===== src/rtl/poap_pkg.sv =====
// ----------------------------------------------------------------------------
// poap_pkg
// Widths and request types for the point onto axis projection pipeline.
// ----------------------------------------------------------------------------
`default_nettype none
package poap_pkg;

	localparam int COORD_W    = 24;
	localparam int AXIS_W     = 16;
	localparam int LEN_W      = 32;
	localparam int RES_W      = 32;
	localparam int DIFF_W     = COORD_W + 1;
	localparam int PROD_W     = DIFF_W + AXIS_W;
	localparam int DOT_W      = PROD_W + 2;
	localparam int NUM_W      = DOT_W + AXIS_W;
	localparam int MAG_W      = 57;
	localparam int DIV_STAGES = MAG_W;

	typedef struct packed {
		logic signed [COORD_W-1:0] point_x;
		logic signed [COORD_W-1:0] point_y;
		logic signed [COORD_W-1:0] point_z;
		logic signed [COORD_W-1:0] origin_x;
		logic signed [COORD_W-1:0] origin_y;
		logic signed [COORD_W-1:0] origin_z;
		logic signed [AXIS_W-1:0]  axis_x;
		logic signed [AXIS_W-1:0]  axis_y;
		logic signed [AXIS_W-1:0]  axis_z;
		logic        [LEN_W-1:0]   axis_length_sq;
	} query_t;

	typedef struct packed {
		logic signed [RES_W-1:0] result_x;
		logic signed [RES_W-1:0] result_y;
		logic signed [RES_W-1:0] result_z;
		logic                    projected;
	} answer_t;

	typedef struct packed {
		logic signed [RES_W-1:0] res;
		logic                    proj;
	} lane_out_t;

endpackage
`default_nettype wire


===== src/rtl/poap_prod.sv =====
// ----------------------------------------------------------------------------
// poap_prod
// Per-axis lane front end: offset from origin and offset times axis.
// ----------------------------------------------------------------------------
`default_nettype none
module poap_prod (
	input  wire logic                                  clk,
	input  wire logic                                  en,
	input  wire logic signed [poap_pkg::COORD_W-1:0]   point,
	input  wire logic signed [poap_pkg::COORD_W-1:0]   origin,
	input  wire logic signed [poap_pkg::AXIS_W-1:0]    axis,
	output logic signed      [poap_pkg::PROD_W-1:0]    prod_s2,
	output logic signed      [poap_pkg::COORD_W-1:0]   point_s2,
	output logic signed      [poap_pkg::COORD_W-1:0]   origin_s2,
	output logic signed      [poap_pkg::AXIS_W-1:0]    axis_s2
);
	import poap_pkg::*;

	logic signed [DIFF_W-1:0]  diff_s1;
	logic signed [COORD_W-1:0] point_s1;
	logic signed [COORD_W-1:0] origin_s1;
	logic signed [AXIS_W-1:0]  axis_s1;

	always_ff @(posedge clk) begin
		if (en) begin
			diff_s1   <= DIFF_W'(point) - DIFF_W'(origin);
			point_s1  <= point;
			origin_s1 <= origin;
			axis_s1   <= axis;
			prod_s2   <= diff_s1 * axis_s1;
			point_s2  <= point_s1;
			origin_s2 <= origin_s1;
			axis_s2   <= axis_s1;
		end
	end
endmodule
`default_nettype wire


===== config.mk =====
export PLATFORM = sky130hd
export DESIGN_NAME = poap_prod
export DESIGN_NICKNAME = d
export VERILOG_FILES = /design/src/rtl/poap_pkg.sv /design/src/rtl/poap_prod.sv
export SDC_FILE = /design/constraint.sdc
export NUM_CORES = 1
export LEC_CHECK = 0
export ABC_AREA = 1
export ABC_CLOCK_PERIOD_IN_PS = 11150
export BUFFER_PORTS_ARGS = -buffer_cell sky130_fd_sc_hd__buf_4
export CAP_MARGIN = 20
export CORE_MARGIN = 2
export CORE_UTILIZATION = 50
export DETAILED_ROUTE_END_ITERATION = 16
export GPL_ROUTABILITY_DRIVEN = 0
export GPL_TIMING_DRIVEN = 1
export PLACE_DENSITY = 0.7
export SETUP_SLACK_MARGIN = 0.4
export SLEW_MARGIN = 20
export SYNTH_ARGS = -nofsm -noshare
export SYNTH_HDL_FRONTEND = slang
export SYNTH_SLANG_ARGS = --single-unit

===== constraint.sdc =====
create_clock -name clk -period 11.15 [get_ports clk]
set_clock_uncertainty 0.05 [all_clocks]
set_input_delay 1.115 -clock clk [delete_from_list [all_inputs] [get_ports clk]]
set_output_delay 1.115 -clock clk [all_outputs]
set_load 0.01 [all_outputs]

==> key figures <==
Status
  • Outcome: finished clean

Clock tree
  • CTS sink count: between 150 and 200
  • # Post-CTS Setup Buffers: 0
  • Clock latency at the later pin of the worst-skew pair: ~500 ps
  • CTS H-Tree Depth: 4
  • Root buf cell: clkbuf_16
  • CTS tree: built
  • Post-cts gate resize count: 0
  • Max Buffers Root-to-Sink: 2
  • TritonCTS buffer count: 17
  • Hold-fix buffers, CTS: 0
  • Worst-path clk slew: 80 ps

Synth
  • Synthesized area: 23,200 um2
  • Register area share after synthesis: 25.2%
  • Synth top area cells: fa_1 (34%), edfxtp_1 (25%), inv_1 (13%)
  • Post-Synthesis Cells: approximately 2,700
  • Area leader, netlist: fa_1
  • Synth unique cells: 31
  • Syn Nets: 3,240
  • Synth Area per Inst: 8.70 um2
  • Synthesis Warnings: 0
  • Number of synthesized flops with an enable pin: 194
  • Top cell type's share of synthesized area: 33.6%
  • Async set-reset flop share out of synthesis: 0%
  • #FFs+latches synth: between 150 and 200
  • Top FF cell, synth: edfxtp_1

STA
  • Fin. Hold Viols: 0
  • Final setup fails: 0
  • Worst-Margin Slew: 1050 ps
  • Part of the cycle the worst path needs: ~58%
  • Slew Viols, Final: 0
  • Fin crit period: about 6400 ps
  • Setup_tns: 0 ps
  • Rel. slew slack: 29.8%
  • RSZ-0062 raised after global routing: false
  • F_max: 156 MHz

Cells and area
  • Commonest non-fill, non-tap cell in the layout: inv_1
  • Final core occ: between 50% and 60%
  • Final instance area: 25,600 um2
  • Final cell count without fillers: 3,387
  • Most frequent cells in the layout: inv_1 (791), nand2_1 (702), fa_1 (389)
  • Diode count: 0
  • Fill count: about 4,000
  • Layout Nets: 3,354
  • Layout area overhead: 10.5%
  • Storage cell area: 5830 um2
  • Multi-input logic area: 14,000 um2
  • Layout cells sized above 1: 9.22%

Worst setup path
  • Most used cell along the critical path: fa_1
  • Critical Path Max Stage Delay: 1040 ps
  • Worst setup EP type: flip-flop
  • Worst-path maximum fanout: 26
  • Crit path arrival time: around 6600 ps
  • Worst path slowest cell: edfxtp_1
  • Critical path, cell by cell: nand2_1 > inv_1 > fa_1 > fa_1 > inv_1 > fa_1 > fa_1 > fa_1 > fa_1 > inv_1 > ha_1 > nand2_1 > nor3_1 > nand2_1 > nor2_1 > nand3_1 > nand4_1 > nand2_1
  • CP Launch Type: flip-flop
  • Worst EP required: approximately 11,000 ps
  • WS Path Type: flip-flop to flip-flop

Place
  • Dpl cell area: approximately 25,000 um2
  • Post-DP HPWL: roughly 44,000 um
  • I/O Buffers: 170
  • Placed cell count: about 3,400

GRT
  • Largest net degree at the start of global routing: 116
  • First-pass GRT wire length: approximately 95,000 um
  • Initial antenna violation count: 0
  • GRT Overall Usage: about a quarter
  • Total grt overflow: 0
  • Vias in the first global route: 18,900

Detailed routing
  • Drt total wl: 56,400 um
  • Final ANT Viol Nets: 0
  • # DRC: 0
  • Routed WL per cell: about 17 um
  • 1st-pass router iterations: 5
  • Vias per std cell: 5.09
  • Initial DRC count: 1,296
  • Via count: 17,200

Floorplanning
  • Die X-Extent: 219 um
  • Die area: 48,100 um2
  • Site Rows: 78
  • IO Pins: 171
  • Die height: 219 um
  • Core area: 45,600 um2
  • Starting Density: around half

Worst hold path
  • Hold Crit Class: flip-flop to flip-flop

Job
  • Max-Cap Viols: 0
==> stage by stage <==
stage	hold WS, ps	worst slack [ps]
after floorplan	350	5370
after global placement	351	4940
after detailed placement	355	4810
after CTS	369	4790
after global routing	378	4280
final	371	4740
==> metal layers <==
metal  vias up  wire length [um]  track usage [%]
li1       7904                 -                -
met1      8534             22100             31.4
met2       655             28400             44.3
met3       139              3920             5.20
met4         0              2060             10.8
met5         -                 0                0
==> synth_stat cells (3+ instances only) <==
| master | instances |
|---|---|
| nand3b_1 | 6 |
| nand3_2 | 4 |
| a21o_1 | 5 |
| nor2_1 | 102 |
| nor3_1 | 4 |
| nand4_1 | 15 |
| or2_2 | 6 |
| nor2_2 | 9 |
| nand2_1 | 702 |
| fa_1 | 389 |
| a21oi_1 | 59 |
| o21ai_1 | 3 |
| nor3_2 | 7 |
| clkbuf_1 | 89 |
| nand3_1 | 56 |
| xnor2_1 | 8 |
| ha_1 | 124 |
| nand2_2 | 10 |
| o21bai_1 | 6 |
| o21ai_0 | 28 |
| inv_1 | 791 |
| xor2_1 | 32 |
| edfxtp_1 | 194 |
==> flip-flops by register name, summed over array words and instances, names as in the netlist <==
signal / count
diff_s1: 25
point_s2: 24
prod_s2: 41
point_s1: 24
axis_s1: 16
axis_s2: 16
origin_s2: 24
origin_s1: 24
==> logic make-up (layout without fill, tap and decap cells) <==
group / count (synthesis) / after routing / synth area share (%)
XOR/XNOR: 40 / 40 / 1.51
AND/OR/NAND/NOR: 924 / 924 / 16.2
flip-flops: 194 / 194 / 25.2
buffers and inverters: 883 / 1009 / 14.3
AO/OA/AOI/OAI: 107 / 107 / 2.52
adder cells (fa/ha/maj): 513 / 513 / 40.3
==> worst max-delay path, delay by kind of cell, from the launching register on <==
kind / cells / cell delay [ps]
buf+inv: 3 / 300
fa+ha+maj: 7 / 3680
simple gates: 8 / 1100
flops: 1 / 1040
==> cell type report <==
cell class,count,area share [%]
Tap cell,600,2.93
Sequential cell,194,22.8
Multi-Input combinational cell,1584,54.8
Timing Repair Buffer,185,5.53
Clock buffer,17,1.66
Inverter,793,11.6
Clock inverter,14,0.728
==> path summary, 6_finish.rpt <==
check	start	end	slack [ps]	cells after the start
worst min register to register	point_s1[12]	point_s2[12]	370	0
worst min-delay path	point_s1[12]	point_s2[12]	370	0
worst max-delay path	axis_s1[2]	prod_s2[39]	4740	18
worst max register to register	axis_s1[2]	prod_s2[39]	4740	18
Power is not shown: default switching activity piles up to over one toggle a cycle in this logic, so the estimate is an artifact.
